[config.mk]
export PLATFORM = sky130hd
export DESIGN_NAME = riscv_writeback_load_align_flat
export DESIGN_NICKNAME = d
export VERILOG_FILES = /design/src/rtl/wbla_pkg.sv /design/src/rtl/wbla_item_if.sv /design/src/rtl/wbla_result_if.sv /design/src/rtl/riscv_writeback_load_align.sv /design/src/rtl/wbla_extract.sv /design/src/rtl/wbla_compute.sv /design/src/flat_wrapper.sv
export SDC_FILE = /design/constraint.sdc
export NUM_CORES = 1
export LEC_CHECK = 0
export ABC_CLOCK_PERIOD_IN_PS = 10600
export BUFFER_PORTS_ARGS = -buffer_cell sky130_fd_sc_hd__buf_2
export CAP_MARGIN = 20
export CORE_MARGIN = 5
export CORE_UTILIZATION = 45
export CTS_CLUSTER_DIAMETER = 80
export DETAILED_ROUTE_END_ITERATION = 7
export PLACE_DENSITY = 0.73
export SLEW_MARGIN = 10
export SYNTH_ARGS = -nofsm -noshare
export SYNTH_HDL_FRONTEND = slang
export SYNTH_SLANG_ARGS = --single-unit
[constraint.sdc]
create_clock -name clk -period 10.6 [get_ports clk]
set_input_delay 2.12 -clock clk [delete_from_list [all_inputs] [get_ports clk]]
set_output_delay 2.12 -clock clk [all_outputs]
set_load 0.02 [all_outputs]
[src/rtl/wbla_pkg.sv]
package wbla_pkg;

	localparam int unsigned XLEN            = 32;
	localparam int unsigned REG_W           = 5;
	localparam int unsigned LANE_W          = 32;
	localparam int unsigned MAX_LANES       = 2;
	localparam int unsigned DERIV_W         = LANE_W * MAX_LANES;
	localparam int unsigned DERIV_LANES_DEF = 2;

	typedef enum logic [1:0] {
		KIND_IDLE = 2'd0,
		KIND_EXEC = 2'd1,
		KIND_MEM  = 2'd2
	} kind_t;

	typedef enum logic [2:0] {
		LD_LB  = 3'd0,
		LD_LH  = 3'd1,
		LD_LW  = 3'd2,
		LD_LBU = 3'd4,
		LD_LHU = 3'd5
	} load_size_t;

	typedef struct packed {
		logic [1:0]         kind;
		logic [REG_W-1:0]   dest_reg;
		logic               no_dest;
		logic               is_deriv_op;
		logic [XLEN-1:0]    data_word;
		logic [1:0]         byte_offset;
		logic               half_select;
		logic [2:0]         load_size;
		logic               is_raw_pack;
		logic [DERIV_W-1:0] deriv_data;
		logic               is_return;
		logic               is_exit;
	} item_t;

	typedef struct packed {
		logic [REG_W-1:0]   dest_out;
		logic               gp_write;
		logic [XLEN-1:0]    gp_value;
		logic               deriv_write;
		logic [DERIV_W-1:0] deriv_value;
		logic               return_flag;
		logic               exit_flag;
	} result_t;

	typedef struct packed {
		logic ret;
		logic halt;
	} hold_t;

endpackage

[src/rtl/wbla_item_if.sv]
interface wbla_item_if;
	logic                         valid;
	logic                         ready;
	logic [1:0]                   kind;
	logic [wbla_pkg::REG_W-1:0]   dest_reg;
	logic                         no_dest;
	logic                         is_deriv_op;
	logic [wbla_pkg::XLEN-1:0]    data_word;
	logic [1:0]                   byte_offset;
	logic                         half_select;
	logic [2:0]                   load_size;
	logic                         is_raw_pack;
	logic [wbla_pkg::DERIV_W-1:0] deriv_data;
	logic                         is_return;
	logic                         is_exit;

	modport source (
		output valid, kind, dest_reg, no_dest, is_deriv_op, data_word, byte_offset,
		       half_select, load_size, is_raw_pack, deriv_data, is_return, is_exit,
		input  ready
	);

	modport sink (
		input  valid, kind, dest_reg, no_dest, is_deriv_op, data_word, byte_offset,
		       half_select, load_size, is_raw_pack, deriv_data, is_return, is_exit,
		output ready
	);
endinterface

[src/rtl/wbla_result_if.sv]
interface wbla_result_if;
	logic                         valid;
	logic                         ready;
	logic [wbla_pkg::REG_W-1:0]   dest_out;
	logic                         gp_write;
	logic [wbla_pkg::XLEN-1:0]    gp_value;
	logic                         deriv_write;
	logic [wbla_pkg::DERIV_W-1:0] deriv_value;
	logic                         return_flag;
	logic                         exit_flag;

	modport source (
		output valid, dest_out, gp_write, gp_value, deriv_write, deriv_value,
		       return_flag, exit_flag,
		input  ready
	);

	modport sink (
		input  valid, dest_out, gp_write, gp_value, deriv_write, deriv_value,
		       return_flag, exit_flag,
		output ready
	);
endinterface

[src/rtl/riscv_writeback_load_align.sv]
// Write-back stage with load alignment and derivative lanes.
// An input register and a result register part the two sides; each word passes both in turn.
// Throughput: one word per cycle unless result.ready stalls it.
// The stored return and exit markers update in the order words leave the input register.
// Reset clears both valid bits and the stored markers; payload registers are not reset.
module riscv_writeback_load_align #(
	parameter int unsigned DERIV_LANES = wbla_pkg::DERIV_LANES_DEF
) (
	input  logic                 clk,
	input  logic                 arst_n,
	wbla_item_if.sink            item,
	wbla_result_if.source        result
);
	import wbla_pkg::*;

	logic    valid_s1;
	item_t   item_s1;
	logic    valid_s2;
	result_t res_s2;
	result_t res_d;
	hold_t   hold_q;
	hold_t   hold_d;
	logic    ready_s1;
	logic    ready_s2;
	logic    advance;

	assign ready_s2   = !valid_s2 || result.ready;
	assign ready_s1   = !valid_s1 || ready_s2;
	assign advance    = valid_s1 && ready_s2;
	assign item.ready = ready_s1;

	always_ff @(posedge clk or negedge arst_n) begin
		if (!arst_n) begin
			valid_s1 <= 1'b0;
		end else if (ready_s1) begin
			valid_s1 <= item.valid;
		end
	end

	always_ff @(posedge clk) begin
		if (ready_s1 && item.valid) begin
			item_s1 <= '{
				kind:        item.kind,
				dest_reg:    item.dest_reg,
				no_dest:     item.no_dest,
				is_deriv_op: item.is_deriv_op,
				data_word:   item.data_word,
				byte_offset: item.byte_offset,
				half_select: item.half_select,
				load_size:   item.load_size,
				is_raw_pack: item.is_raw_pack,
				deriv_data:  item.deriv_data,
				is_return:   item.is_return,
				is_exit:     item.is_exit
			};
		end
	end

	wbla_compute #(
		.DERIV_LANES (DERIV_LANES)
	) u_compute (
		.item      (item_s1),
		.hold      (hold_q),
		.res       (res_d),
		.hold_next (hold_d)
	);

	always_ff @(posedge clk or negedge arst_n) begin
		if (!arst_n) begin
			valid_s2 <= 1'b0;
			hold_q   <= '0;
		end else begin
			if (ready_s2) begin
				valid_s2 <= valid_s1;
			end
			if (advance) begin
				hold_q <= hold_d;
			end
		end
	end

	always_ff @(posedge clk) begin
		if (advance) begin
			res_s2 <= res_d;
		end
	end

	assign result.valid       = valid_s2;
	assign result.dest_out    = res_s2.dest_out;
	assign result.gp_write    = res_s2.gp_write;
	assign result.gp_value    = res_s2.gp_value;
	assign result.deriv_write = res_s2.deriv_write;
	assign result.deriv_value = res_s2.deriv_value;
	assign result.return_flag = res_s2.return_flag;
	assign result.exit_flag   = res_s2.exit_flag;

	// Register zero is only ever written with zero, both general and derivative.
	a_x0_zero: assert property (@(posedge clk) disable iff (!arst_n)
		valid_s2 && res_s2.gp_write && (res_s2.dest_out == '0)
		|-> (res_s2.gp_value == '0) && (res_s2.deriv_value == '0))
		else $error("register zero written with a non-zero value");

	// Both register files are written together or not at all.
	a_write_pair: assert property (@(posedge clk) disable iff (!arst_n)
		valid_s2 |-> (res_s2.gp_write == res_s2.deriv_write))
		else $error("general and derivative write enables disagree");

	// The stored return marker is cleared by every memory word that moves on.
	a_mem_clears_ret: assert property (@(posedge clk) disable iff (!arst_n)
		advance && (kind_t'(item_s1.kind) == KIND_MEM) |=> !hold_q.ret)
		else $error("return marker survived a memory word");

	// Lanes beyond the configured count stay zero.
	a_unused_lane: assert property (@(posedge clk) disable iff (!arst_n)
		valid_s2 |-> (DERIV_LANES > 1) || (res_s2.deriv_value[DERIV_W-1:LANE_W] == '0))
		else $error("unused derivative lane carries data");
endmodule

[src/rtl/wbla_extract.sv]
module wbla_extract (
	input  logic [wbla_pkg::XLEN-1:0] word,
	input  logic [1:0]                byte_offset,
	input  logic                      half_select,
	input  logic [2:0]                load_size,
	input  logic                      is_raw_pack,
	output logic [wbla_pkg::XLEN-1:0] value
);
	import wbla_pkg::*;

	logic [7:0]  sel_byte;
	logic [15:0] sel_half;

	always_comb begin
		case (byte_offset)
			2'd0:    sel_byte = word[7:0];
			2'd1:    sel_byte = word[15:8];
			2'd2:    sel_byte = word[23:16];
			default: sel_byte = word[31:24];
		endcase
		sel_half = half_select ? word[31:16] : word[15:0];
	end

	always_comb begin
		if (is_raw_pack) begin
			value = word;
		end else begin
			case (load_size_t'(load_size))
				LD_LB:   value = {{(XLEN-8){sel_byte[7]}}, sel_byte};
				LD_LH:   value = {{(XLEN-16){sel_half[15]}}, sel_half};
				LD_LW:   value = word;
				LD_LBU:  value = {{(XLEN-8){1'b0}}, sel_byte};
				LD_LHU:  value = {{(XLEN-16){1'b0}}, sel_half};
				default: value = '0;
			endcase
		end
	end
endmodule

[src/rtl/wbla_compute.sv]
module wbla_compute #(
	parameter int unsigned DERIV_LANES = wbla_pkg::DERIV_LANES_DEF
) (
	input  wbla_pkg::item_t   item,
	input  wbla_pkg::hold_t   hold,
	output wbla_pkg::result_t res,
	output wbla_pkg::hold_t   hold_next
);
	import wbla_pkg::*;

	logic [XLEN-1:0]    mem_value;
	logic [DERIV_W-1:0] mem_lanes;
	logic [DERIV_W-1:0] exec_lanes;
	logic [XLEN-1:0]    value;
	logic [DERIV_W-1:0] lanes;
	logic               active;
	logic               is_mem;

	wbla_extract u_gp_extract (
		.word        (item.data_word),
		.byte_offset (item.byte_offset),
		.half_select (item.half_select),
		.load_size   (item.load_size),
		.is_raw_pack (item.is_raw_pack),
		.value       (mem_value)
	);

	for (genvar k = 0; k < MAX_LANES; k++) begin : g_lane
		if (k < DERIV_LANES) begin : g_used
			wbla_extract u_lane_extract (
				.word        (item.deriv_data[k*LANE_W +: LANE_W]),
				.byte_offset (item.byte_offset),
				.half_select (item.half_select),
				.load_size   (item.load_size),
				.is_raw_pack (item.is_raw_pack),
				.value       (mem_lanes[k*LANE_W +: LANE_W])
			);
			assign exec_lanes[k*LANE_W +: LANE_W] = item.deriv_data[k*LANE_W +: LANE_W];
		end else begin : g_unused
			assign mem_lanes[k*LANE_W +: LANE_W]  = '0;
			assign exec_lanes[k*LANE_W +: LANE_W] = '0;
		end
	end

	always_comb begin
		is_mem = (kind_t'(item.kind) == KIND_MEM);
		active = (kind_t'(item.kind) == KIND_EXEC) || is_mem;
		value  = is_mem ? mem_value : item.data_word;
		lanes  = is_mem ? mem_lanes : exec_lanes;

		hold_next = hold;
		if (active) begin
			if (is_mem) begin
				hold_next.ret = 1'b0;
			end else begin
				hold_next.ret  = item.is_return;
				hold_next.halt = item.is_exit;
			end
		end

		res             = '0;
		res.return_flag = hold_next.ret;
		res.exit_flag   = hold_next.halt;
		if (active) begin
			res.dest_out = item.dest_reg;
			if (!item.no_dest) begin
				res.gp_write    = 1'b1;
				res.deriv_write = 1'b1;
				if (item.dest_reg != '0) begin
					res.gp_value    = value;
					res.deriv_value = item.is_deriv_op ? lanes : '0;
				end
			end
		end
	end
endmodule
[src/flat_wrapper.sv]
// flat-port wrapper written by rule: the top's interface ports become plain ports
module riscv_writeback_load_align_flat import wbla_pkg::*;
#(
	parameter int unsigned DERIV_LANES = wbla_pkg::DERIV_LANES_DEF
)
  (clk, arst_n, item_valid, item_kind, item_dest_reg, item_no_dest, item_is_deriv_op, item_data_word, item_byte_offset, item_half_select, item_load_size, item_is_raw_pack, item_deriv_data, item_is_return, item_is_exit, item_ready, result_valid, result_dest_out, result_gp_write, result_gp_value, result_deriv_write, result_deriv_value, result_return_flag, result_exit_flag, result_ready);
  wbla_item_if item_i ();
  wbla_result_if result_i ();
  input  logic clk;
  input  logic arst_n;
  input wire logic [$bits(item_i.valid)-1:0] item_valid;
  input wire logic [$bits(item_i.kind)-1:0] item_kind;
  input wire logic [$bits(item_i.dest_reg)-1:0] item_dest_reg;
  input wire logic [$bits(item_i.no_dest)-1:0] item_no_dest;
  input wire logic [$bits(item_i.is_deriv_op)-1:0] item_is_deriv_op;
  input wire logic [$bits(item_i.data_word)-1:0] item_data_word;
  input wire logic [$bits(item_i.byte_offset)-1:0] item_byte_offset;
  input wire logic [$bits(item_i.half_select)-1:0] item_half_select;
  input wire logic [$bits(item_i.load_size)-1:0] item_load_size;
  input wire logic [$bits(item_i.is_raw_pack)-1:0] item_is_raw_pack;
  input wire logic [$bits(item_i.deriv_data)-1:0] item_deriv_data;
  input wire logic [$bits(item_i.is_return)-1:0] item_is_return;
  input wire logic [$bits(item_i.is_exit)-1:0] item_is_exit;
  output wire logic [$bits(item_i.ready)-1:0] item_ready;
  output wire logic [$bits(result_i.valid)-1:0] result_valid;
  output wire logic [$bits(result_i.dest_out)-1:0] result_dest_out;
  output wire logic [$bits(result_i.gp_write)-1:0] result_gp_write;
  output wire logic [$bits(result_i.gp_value)-1:0] result_gp_value;
  output wire logic [$bits(result_i.deriv_write)-1:0] result_deriv_write;
  output wire logic [$bits(result_i.deriv_value)-1:0] result_deriv_value;
  output wire logic [$bits(result_i.return_flag)-1:0] result_return_flag;
  output wire logic [$bits(result_i.exit_flag)-1:0] result_exit_flag;
  input wire logic [$bits(result_i.ready)-1:0] result_ready;
  assign item_i.valid = item_valid;
  assign item_i.kind = item_kind;
  assign item_i.dest_reg = item_dest_reg;
  assign item_i.no_dest = item_no_dest;
  assign item_i.is_deriv_op = item_is_deriv_op;
  assign item_i.data_word = item_data_word;
  assign item_i.byte_offset = item_byte_offset;
  assign item_i.half_select = item_half_select;
  assign item_i.load_size = item_load_size;
  assign item_i.is_raw_pack = item_is_raw_pack;
  assign item_i.deriv_data = item_deriv_data;
  assign item_i.is_return = item_is_return;
  assign item_i.is_exit = item_is_exit;
  assign item_ready = item_i.ready;
  assign result_valid = result_i.valid;
  assign result_dest_out = result_i.dest_out;
  assign result_gp_write = result_i.gp_write;
  assign result_gp_value = result_i.gp_value;
  assign result_deriv_write = result_i.deriv_write;
  assign result_deriv_value = result_i.deriv_value;
  assign result_return_flag = result_i.return_flag;
  assign result_exit_flag = result_i.exit_flag;
  assign result_i.ready = result_ready;
  riscv_writeback_load_align #(.DERIV_LANES(DERIV_LANES)) u_core (.clk(clk), .arst_n(arst_n), .item(item_i), .result(result_i));
endmodule
==> reports/qor.txt, run 1 <==
Status -> completed
#FFs+latches synth -> 222
Gpl congestion -> 0.826
PD cells -> 185 nW/um^2
Cell area after layout -> 11,400 um^2
Count leader, synth -> edfxtp_1
Min Tclk post-route -> 4.71 ns
Ys Warns -> 0
Initial antenna violation count -> 2
Final nets -> 968
Global route total overflow -> 0
Post-CTS Hold Fix Bufs -> 0
Main combinational cell family by area after synthesis -> compound AO/OA/AOI/OAI gates
Slew margin rel. -> 35.2%
Crit-path leading delay family -> buffers and inverters
CP Launch Type -> primary input
CP cell instances -> buf_2 -> nand3b_1 -> buf_2
Clk root buf -> clkbuf_16
Synth-to-Final Area Change -> 21.4%
Mapped Area -> 9410 um^2
Post-CTS Resized -> 0
Critical path's most frequent cell -> buf_2
Final TNS setup -> 0 ns
WHS Endpoint -> u_core.hold_q[0]$_DFFE_PN0P_
Final HPWL DP -> 15.8 mm
Dominant cells by area after synthesis -> edfxtp_1, mux2i_1, a21oi_1, mux4_2, nand2_1
Worst Hold Launch -> u_core.hold_q[0]$_DFFE_PN0P_
Vias in the first global route -> 6,353
Crit share post-route -> 44.5%
Via count -> 6,192
EDFF count, synth -> 218
Prevailing post-synth register cell -> edfxtp_1
Drt total wl -> 23.9 mm
Post-layout util -> 55.9%
Fraction of the mapped netlist area in simple logic gates -> 7.12%
Clock Sinks -> 222
Yosys cell types -> 43
CTS clock-pin slew for the worst setup and hold paths -> 0.06 ns
RSZ-0062 raised after global routing -> false
# setup viols final -> 0
Die ar. -> 23,900 um^2
Floorplan Core Area -> 20,400 um^2
VDD IR-drop max -> 130 uV
Setup WS post-layout -> 5.89 ns
TritonCTS Buffers -> 24
Drt pass-1 iters -> 5
Reg2Reg Depth -> 5
Reg2reg start -> u_core.item_s1[107]$_DFFE_PP_
Worst-case clock buffer depth -> 3
Post-CTS Setup Repair Bufs -> 0
Hold Path Stages -> 1
Number of port buffers -> 224
Post-synth top area cell -> edfxtp_1
Clock Latency Late Sink -> 0.51 ns
Vias per inst -> 5.45
Avg WL per Cell -> 21.0 um
H-tree levels -> 1
WHS -> 0.509 ns
Gate Count Post-Synth -> 637
Worst R2R Setup Slack -> 7.88 ns
Pleak -> 4.48 nW
Critical Path RT -> 8.48 ns
Compound-Gate Fraction of Synth Area -> 11.2%
Top cell type's share of synthesized area -> 69.6%
Cell area after placement -> 10,700 um^2
Delay of the slowest critical-path stage -> 0.19 ns
FP Rows -> 52
Crit Path Max Fanout -> 3
Top Ports -> 225
Critical-path top delay cell -> nand3b_1
Fin. Hold Viols -> 0
CTS tree -> yes
Leading cell types by count after synthesis -> edfxtp_1, a21oi_1, nand2_1
Slew Viols, Final -> 0
Synth async-reset ratio -> 1.80%
Vert. Die Dim -> 155 um
Sequential element share of the synthesized area -> 70.7%
Crit path DAT -> 2.59 ns
Tightest Pin Transition -> 0.968 ns
Pin count of the biggest net entering global routing -> 67
Die Span X -> 155 um
Mean Syn Cell Area -> 14.8 um^2
Antenna Cells -> 0
Worst path buffer plus inverter count -> 2
Initial Util -> 46.0%
Worst setup path category -> primary input to primary output
Pre-CTS WS -> 5.88 ns
Xor/xnor share of the synthesized area -> 0%
# DRC -> 0
Post-Synth Adder-Cell Area -> 0.133%
First-pass GRT wire length -> 36.1 mm
Mux share of post-synthesis cell area -> 7.65%
Max-cap violation count -> 0
Clock Skew -> 0.0103 ns
Worst Setup End Kind -> primary output
FF-to-FF End -> u_core.result.deriv_value[46]$_SDFFCE_PP0P_
GRT Util Overall -> 19.4%
Share of cells above drive strength 1 -> 34.1%
Min-delay worst type -> flip-flop to flip-flop
Iter 0 DRT Violations -> 394
Fmax achieved -> 212 MHz
Post-detailed-route count of antenna-violating nets -> 0
Synth Net Count -> 756
==> worst reg2reg max path, stage by stage (launching register included) <==
cell and delay (ns):
edfxtp_1 0.38, or4_4 0.58, o211ai_4 0.16, buf_4 0.43
nand2b_1 0.75, o22ai_1 0.13
==> how the worst max path moves through the flow <==
stage	startpoint	end	slack [ns]	cells past startpoint
floorplan	result_ready	u_core.item_s1[0]$_DFFE_PP_	5.07	2
detailed placement	result_ready	item_ready	5.88	3
finish	result_ready	item_ready	5.89	3
global placement	result_ready	item_ready	5.91	3
CTS	result_ready	item_ready	5.88	3
global route	result_ready	item_ready	5.84	3
==> kinds of logic after synthesis <==
group	Yosys count
AND/OR/NAND/NOR	143
flip-flops	222
multiplexers	59
buffers and inverters	51
AO/OA/AOI/OAI	161
adder cells (fa/ha/maj)	1
==> area by class of cell <==
type,count,area (um^2)
Fill cell,1703,9010
Sequential cell,222,6650
Multi-Input combinational cell,364,2470
Timing Repair Buffer,234,1200
Clock buffer,33,656
Tap cell,270,338
Clock inverter,10,100
Inverter,3,13.8
==> sequential cells by signal (all words and copies together), names as in the netlist <==
| name | count |
|---|---|
| u_core.valid_s1 | 1 |
| u_core.result.deriv_value | 64 |
| u_core.result.valid | 1 |
| u_core.result.return_flag | 1 |
| u_core.item_s1 | 114 |
| u_core.hold_q | 2 |
| u_core.result.gp_value | 32 |
| u_core.result.dest_out | 5 |
| u_core.result.deriv_write | 1 |
| u_core.result.exit_flag | 1 |
==> per-layer routing <==
layer,share of wire [%],GRT usage [%],wire length (um),up-vias
li1,-,-,-,2875
met1,40,25.3,9510,2992
met2,49,32.5,11800,280
met3,8.3,4.64,1990,41
met4,2.5,5.89,588,4
met5,0.088,0,21,-
==> per-stage QoR <==
stage          instances  power (W)
5_1_grt             1136    0.00220
4_1_cts             1136    0.00213
2_1_floorplan        637    0.00125
3_3_place_gp        1093    0.00133
6_report            1136    0.00211
3_5_place_dp        1093    0.00134
==> layout by cell type, fill, tap and decap left out, types with 2 or more instances in the layout <==
cell type | netlist | final
buf_2 | 22 | 224
edfxtp_1 | 218 | 218
a21oi_1 | 78 | 78
nand2_1 | 60 | 60
mux2i_1 | 46 | 46
nor2_1 | 37 | 36
clkbuf_16 | 0 | 25
o2bb2ai_1 | 23 | 23
a211oi_1 | 21 | 21
nor3_1 | 15 | 15
o22ai_1 | 15 | 15
mux4_2 | 10 | 10
nor2b_1 | 10 | 10
a22oi_1 | 10 | 10
buf_4 | 7 | 10
clkbuf_1 | 8 | 8
nand2b_1 | 7 | 7
clkinv_1 | 0 | 4
dfrtp_1 | 4 | 4
and2_1 | 4 | 3
nor2b_4 | 3 | 3
mux2_2 | 3 | 3
o21ai_2 | 2 | 2
nor2_2 | 1 | 2
inv_1 | 3 | 2
o21ai_4 | 2 | 2
o21ai_1 | 2 | 2
clkinvlp_4 | 0 | 2
bufinv_16 | 0 | 2
clkinv_2 | 0 | 2
==> report_power, final <==
part	switching [W]	internal (W)	total, W
Clock	0.000317	0.000480	0.000797
Combinational	0.000153	0.0000844	0.000237
Sequential	0.0000346	0.00105	0.00108
Total	0.000504	0.00161	0.00211
No activity file was read; power rests on OpenSTA's default activity.
==> run 2, diff against run 1 <==
--- a/config.mk
+++ b/config.mk
@@ -5,7 +5,7 @@
 export SDC_FILE = /design/constraint.sdc
 export NUM_CORES = 1
 export LEC_CHECK = 0
-export ABC_CLOCK_PERIOD_IN_PS = 10600
+export ABC_CLOCK_PERIOD_IN_PS = 4900
 export BUFFER_PORTS_ARGS = -buffer_cell sky130_fd_sc_hd__buf_2
 export CAP_MARGIN = 20
 export CORE_MARGIN = 5
==> constraint.sdc (replaced) <==
create_clock -name clk -period 4.9 [get_ports clk]
set_input_delay 0.98 -clock clk [delete_from_list [all_inputs] [get_ports clk]]
set_output_delay 0.98 -clock clk [all_outputs]
set_load 0.02 [all_outputs]
==> run 2 against run 1 <==
  * Register-to-register slack worse by 6.0 ns
  * Clock-buffer cell count up 2
  * Core utilization up 0.10 points
  * Global-route usage down 0.12 points
  * Non-clock buffer count unchanged
  * Wire length down 0.36%
  * Worst hold slack worse by 0.24 ns
  * Clock skew about the same
  * Final cell count about the same
  * Sequential share of layout area down 0.11 points
  * Combinational power up 110%
  * Critical path depth up 2
  * Critical path type is now flip-flop to flip-flop
  * Largest cell class unchanged
==> reports/qor.txt, run 2 (same netlist as run 1, synthesis figures left out) <==
Routed met3 length -> 2.35 mm
CP cell instances -> or4_4 -> o211ai_4 -> buf_4 -> nand2b_1 -> o22ai_1
Avg WL per Cell -> 20.9 um
# DRC -> 0
Worst-case clock buffer depth -> 3
Gpl congestion -> 0.818
Reg with most FFs -> u_core.item_s1
Slew Viols, Final -> 0
Most frequent cells in the layout -> buf_2, edfxtp_1, a21oi_1
Drt pass-1 iters -> 5
Share of cells above drive strength 1 -> 34.3%
Crit path DAT -> 3.27 ns
VDD IR-drop max -> 244 uV
Critical-path top delay cell -> o211ai_4
Vias per inst -> 5.53
Min Tclk post-route -> 3.05 ns
Fin cells -> 1,137
FP Rows -> 52
# setup viols final -> 0
Status -> completed
Final nets -> 968
CTS clock-pin slew for the worst setup and hold paths -> 0.06 ns
Final HPWL DP -> 16.2 mm
Overall Power -> 0.00457 W
Tightest Pin Transition -> 0.986 ns
Clk root buf -> clkbuf_16
Final TNS setup -> 0 ns
TritonCTS Buffers -> 24
Post-CTS Resized -> 0
Leading cell type in the layout, fill and taps excluded -> buf_2
Worst Setup End Kind -> flip-flop
Crit-path leading delay family -> simple AND/OR/NAND/NOR gates
Clock Skew -> 0.0103 ns
Largest register FFs -> 114
Post-layout util -> 56.0%
Clock Latency Late Sink -> 0.51 ns
Register area -> 6650 um^2
Cell area after layout -> 11,400 um^2
PD cells -> 399 nW/um^2
Top Ports -> 225
Met1 Wirelength -> 9.11 mm
Min-delay worst type -> primary input to async pin
Synth-to-Final Area Change -> 21.6%
Post-CTS Setup Repair Bufs -> 0
Worst path buffer plus inverter count -> 1
Crit share post-route -> 62.2%
Initial antenna violation count -> 7
Slew margin rel. -> 34.3%
Pleak -> 4.49 nW
First-pass GRT wire length -> 35.8 mm
Fill cell count -> 1,682
Post-detailed-route count of antenna-violating nets -> 0
Delay of the slowest critical-path stage -> 0.63 ns
Met2 WL -> 11.6 mm
CTS tree -> yes
Worst setup path category -> flip-flop to flip-flop
Number of port buffers -> 224
Crit Path Max Fanout -> 22
GRT Util Overall -> 19.3%
H-tree levels -> 1
Max-cap violation count -> 0
RSZ-0062 raised after global routing -> false
Die Span X -> 155 um
Vias in the first global route -> 6,324
Multi-input gate area -> 2470 um^2
Critical Path RT -> 5.12 ns
Drt total wl -> 23.8 mm
Die ar. -> 23,900 um^2
Pin count of the biggest net entering global routing -> 67
Vert. Die Dim -> 155 um
Fin. Hold Viols -> 0
Global route total overflow -> 0
Floorplan Core Area -> 20,400 um^2
CP Launch Type -> flip-flop
Cell area after placement -> 10,700 um^2
Initial Util -> 46.0%
Via count -> 6,290
Fmax achieved -> 328 MHz
Uppermost layer routed -> met5
Clock Sinks -> 222
Post-CTS Hold Fix Bufs -> 0
Placed cells -> 1,093
Iter 0 DRT Violations -> 468
==> run 2: cell types whose count changed in the layout (fill, tap and decap cells not counted), sizes merged <==
cell,change
clkbuf,+2
clkinvlp,-2
diode,+2
bufinv,-1
==> run 2: metrics by stage <==
stage          hold WS [ns]  setup slack [ns]
3_3_place_gp          0.479              1.99
2_1_floorplan         0.457             0.505
6_report              0.269              1.85
3_5_place_dp          0.499              1.86
5_1_grt               0.254              1.72
4_1_cts               0.251              1.86
==> run 2: routing by layer <==
metal | up-vias | GRT usage [%]
li1 | 2881 | -
met1 | 2977 | 25.5
met2 | 365 | 31.3
met3 | 57 | 4.69
met4 | 10 | 7.15
met5 | - | 0
==> run 2: cell type report <==
cell class,instances,area share [%]
clock inverters,7,0.591
multi-input cells,364,21.6
clock buffers,35,6.05
repair buffers,234,10.6
diodes,2,0.0438
flip-flops and latches,222,58.1
well taps,270,2.95
inverters,3,0.120
==> run 2: final timing paths <==
kind | startpoint | to | slack [ns] | depth (start not counted)
min in group clk | u_core.valid_s1$_DFFE_PN0N_ | u_core.result.valid$_DFFE_PN0P_ | 0.50 | 1
setup reg to reg | u_core.item_s1[107]$_DFFE_PP_ | u_core.result.deriv_value[46]$_SDFFCE_PP0P_ | 1.85 | 5
hold / removal | arst_n | u_core.hold_q[1]$_DFFE_PN0P_ | 0.27 | 1
hold reg to reg | u_core.valid_s1$_DFFE_PN0N_ | u_core.result.valid$_DFFE_PN0P_ | 0.50 | 1
setup / recovery | u_core.item_s1[107]$_DFFE_PP_ | u_core.result.deriv_value[46]$_SDFFCE_PP0P_ | 1.85 | 5
max in group asynchronous | arst_n | u_core.hold_q[0]$_DFFE_PN0P_ | 4.51 | 1
==> run 2: power breakdown <==
part           leakage (nW)  total (W)  switching (W)  internal, W
Combinational          1.94   0.000507       0.000322     0.000185
Clock                 0.372    0.00172       0.000691      0.00103
Sequential             2.18    0.00234      0.0000835      0.00226
==> run 3, diff against run 2 <==
--- a/config.mk
+++ b/config.mk
@@ -5,14 +5,15 @@
 export SDC_FILE = /design/constraint.sdc
 export NUM_CORES = 1
 export LEC_CHECK = 0
-export ABC_CLOCK_PERIOD_IN_PS = 4900
+export ABC_AREA = 1
+export ABC_CLOCK_PERIOD_IN_PS = 3100
 export BUFFER_PORTS_ARGS = -buffer_cell sky130_fd_sc_hd__buf_2
 export CAP_MARGIN = 20
 export CORE_MARGIN = 5
 export CORE_UTILIZATION = 45
 export CTS_CLUSTER_DIAMETER = 80
 export DETAILED_ROUTE_END_ITERATION = 7
-export PLACE_DENSITY = 0.73
+export PLACE_DENSITY = 0.72
 export SLEW_MARGIN = 10
 export SYNTH_ARGS = -nofsm -noshare
 export SYNTH_HDL_FRONTEND = slang
==> constraint.sdc (replaced) <==
create_clock -name clk -period 3.1 [get_ports clk]
set_input_delay 0.62 -clock clk [delete_from_list [all_inputs] [get_ports clk]]
set_output_delay 0.62 -clock clk [all_outputs]
set_load 0.02 [all_outputs]
==> run 3 against run 2 <==
  * Critical path depth up 2
  * Wire length up 19%
  * Register-to-register slack worse by 1.3 ns
  * Fmax up 21%
  * Die area up 6.1%
  * Synthesized area up 6.5%
  * Worst setup slack worse by 1.3 ns
  * Non-clock buffer count up 17
  * Final cell count up 32%
  * Clock-buffer cell count down 11
  * Clock power up 67%
  * First-iteration DRC count up 40%
==> reports/qor.txt, run 3 <==
Status -> completed
Synth Net Count -> 1,101
First-pass GRT wire length -> 43.7 mm
Post-synth top area cell -> edfxtp_1
Mapped Area -> 10,000 um^2
Count leader, synth -> nand2_1
Drt pass-1 iters -> 6
Worst-case clock buffer depth -> 3
Min Tclk post-route -> 2.51 ns
Main combinational cell family by area after synthesis -> simple AND/OR/NAND/NOR gates
Xor/xnor share of the synthesized area -> 0%
Iter 0 DRT Violations -> 655
Fraction of the mapped netlist area in simple logic gates -> 19.7%
Post-Synth Adder-Cell Area -> 0.125%
#FFs+latches synth -> 222
# DRC -> 0
Floorplan Core Area -> 21,900 um^2
Vert. Die Dim -> 159 um
Leading cell type in the layout, fill and taps excluded -> nand2_1
Worst Setup End Kind -> flip-flop
Crit path DAT -> 2.75 ns
Worst R2R Setup Slack -> 0.59 ns
Die ar. -> 25,400 um^2
Placed cells -> 1,459
Reg with most FFs -> u_core.item_s1
Avg WL per Cell -> 18.8 um
Clock Skew -> 0.0140 ns
Leading cell types by count after synthesis -> nand2_1, edfxtp_1, inv_1
Sequential element share of the synthesized area -> 66.3%
Top cell type's share of synthesized area -> 65.3%
Prevailing post-synth register cell -> edfxtp_1
Clock Sinks -> 222
Slew Viols, Final -> 0
Compound-Gate Fraction of Synth Area -> 8.38%
Post-detailed-route count of antenna-violating nets -> 0
Vias per inst -> 5.25
Global route total overflow -> 0
EDFF count, synth -> 218
# setup viols final -> 0
VDD IR-drop max -> 437 uV
Synth-to-Final Area Change -> 23.0%
Crit share post-route -> 80.9%
Initial antenna violation count -> 3
Largest register FFs -> 114
Final nets -> 1,324
GRT Util Overall -> 21.6%
TritonCTS Buffers -> 23
Pleak -> 5.37 nW
CP cell instances -> buf_4 -> nand2_1 -> or2_1 -> nand3_4 -> nand2_1 -> nand2_2 -> a21oi_1
Fmax achieved -> 398 MHz
Drt total wl -> 28.3 mm
WHS -> 0.277 ns
Fin cells -> 1,503
CTS clock-pin slew for the worst setup and hold paths -> 0.07 ns
Dominant cells by area after synthesis -> edfxtp_1, nand2_1, a21oi_1, inv_1, a21oi_2
Mean Syn Cell Area -> 10.2 um^2
Fin. Hold Viols -> 0
Critical Path RT -> 3.34 ns
Synth async-reset ratio -> 1.80%
Die Span X -> 159 um
Pin count of the biggest net entering global routing -> 109
Critical path's most frequent cell -> nand2_1
CP Launch Type -> flip-flop
Min-delay worst type -> primary input to flip-flop
Share of cells above drive strength 1 -> 28.4%
Mux share of post-synthesis cell area -> 0%
H-tree levels -> 1
Via count -> 7,891
Delay of the slowest critical-path stage -> 0.44 ns
Ys Warns -> 0
FF-to-FF End -> u_core.result.gp_value[31]$_SDFFCE_PP0P_
Worst setup path category -> flip-flop to flip-flop
Critical-path top delay cell -> nand2_1
Clk root buf -> clkbuf_16
Tightest Pin Transition -> 0.750 ns
Reg2Reg Depth -> 7
Number of port buffers -> 224
FP Rows -> 54
WHS Endpoint -> u_core.item_s1[61]$_DFFE_PP_
RSZ-0062 raised after global routing -> false
Final HPWL DP -> 19.5 mm
Crit Path Max Fanout -> 18
Max-cap violation count -> 0
Initial Util -> 45.8%
Top Ports -> 225
Gpl congestion -> 0.886
Overall Power -> 0.00777 W
Reg2reg start -> u_core.item_s1[72]$_DFFE_PP_
CTS tree -> yes
Final TNS setup -> 0 ns
Gate Count Post-Synth -> 982
Yosys cell types -> 24
Most frequent cells in the layout -> nand2_1, buf_2, edfxtp_1
Hold Path Stages -> 1
PD cells -> 630 nW/um^2
Cell area after layout -> 12,300 um^2
Fill cell count -> 1,877
Worst Hold Launch -> item_deriv_data[59]
Cell area after placement -> 11,500 um^2
Clock Latency Late Sink -> 0.52 ns
Vias in the first global route -> 7,838
Slew margin rel. -> 49.9%
## run 3: area by class of cell
| class | count | area [um^2] | share of cell area [%] |
|---|---|---|---|
| multi-input cells | 629 | 2870 | 23.3 |
| flip-flops and latches | 222 | 6650 | 53.9 |
| clock buffers | 24 | 579 | 4.70 |
| clock inverters | 17 | 200 | 1.62 |
| inverters | 78 | 297 | 2.41 |
| diodes | 2 | 5.00 | 0.0406 |
| well taps | 280 | 350 | 2.84 |
| repair buffers | 251 | 1380 | 11.2 |
## run 3: what timing repair did
action                     CTS  global route
buffers inserted             0             0
hold buffers                 1             0
resized for setup            0             0
setup endpoints to repair    0             0
hold endpoints to repair     4             0
## run 3: through the flow
stage / utilization [%] / worst slack [ns]
after floorplan: - / 0.0238
after global placement: 52.7 / 0.765
after detailed placement: 52.7 / 0.639
after CTS: 56.3 / 0.617
after global routing: 56.3 / 0.427
final: 56.3 / 0.591
## run 3: worst max path at each step
stage                                             endpoint                    startpoint  slack, ns  depth (start not counted)
3_3_place_gp   u_core.result.deriv_value[52]$_SDFFCE_PP0P_  u_core.item_s1[72]$_DFFE_PP_       0.76                          7
4_1_cts           u_core.result.gp_value[31]$_SDFFCE_PP0P_  u_core.item_s1[72]$_DFFE_PP_       0.62                          7
5_1_grt           u_core.result.gp_value[31]$_SDFFCE_PP0P_  u_core.item_s1[72]$_DFFE_PP_       0.43                          7
3_5_place_dp      u_core.result.gp_value[31]$_SDFFCE_PP0P_  u_core.item_s1[72]$_DFFE_PP_       0.64                          7
2_1_floorplan                  u_core.item_s1[0]$_DFFE_PP_                  result_ready       0.02                          4
6_report          u_core.result.gp_value[31]$_SDFFCE_PP0P_  u_core.item_s1[72]$_DFFE_PP_       0.59                          7
## run 3: worst max-delay path, delay by kind of cell, from the launching register on
kind                   cells  cell delay (ns)
flip-flops                 1             0.36
AO/OA/AOI/OAI              1             0.14
AND/OR/NAND/NOR            5             1.47
buffers and inverters      1             0.23
## run 3: kinds of logic (layout without fill, tap and decap cells)
logic type,count (synthesis),count (layout)
AND/OR/NAND/NOR,483,483
other,0,2
adder cells (fa/ha/maj),1,1
AO/OA/AOI/OAI,145,145
flip-flops,222,222
buffers and inverters,131,370
## run 3: power by group
part           switching, W  internal [W]  total (W)
Clock               0.00118       0.00170    0.00288
Combinational      0.000764      0.000335    0.00110
Sequential         0.000148       0.00364    0.00379
Total               0.00209       0.00568    0.00777
## run 3: layer usage
| metal | global-route usage, % | part of all wire, % |
|---|---|---|
| met3 | 4.37 | 8.6 |
| met1 | 27.4 | 39 |
| met5 | 0 | 0.046 |
| met2 | 36.9 | 49 |
| met4 | 7.95 | 3.5 |
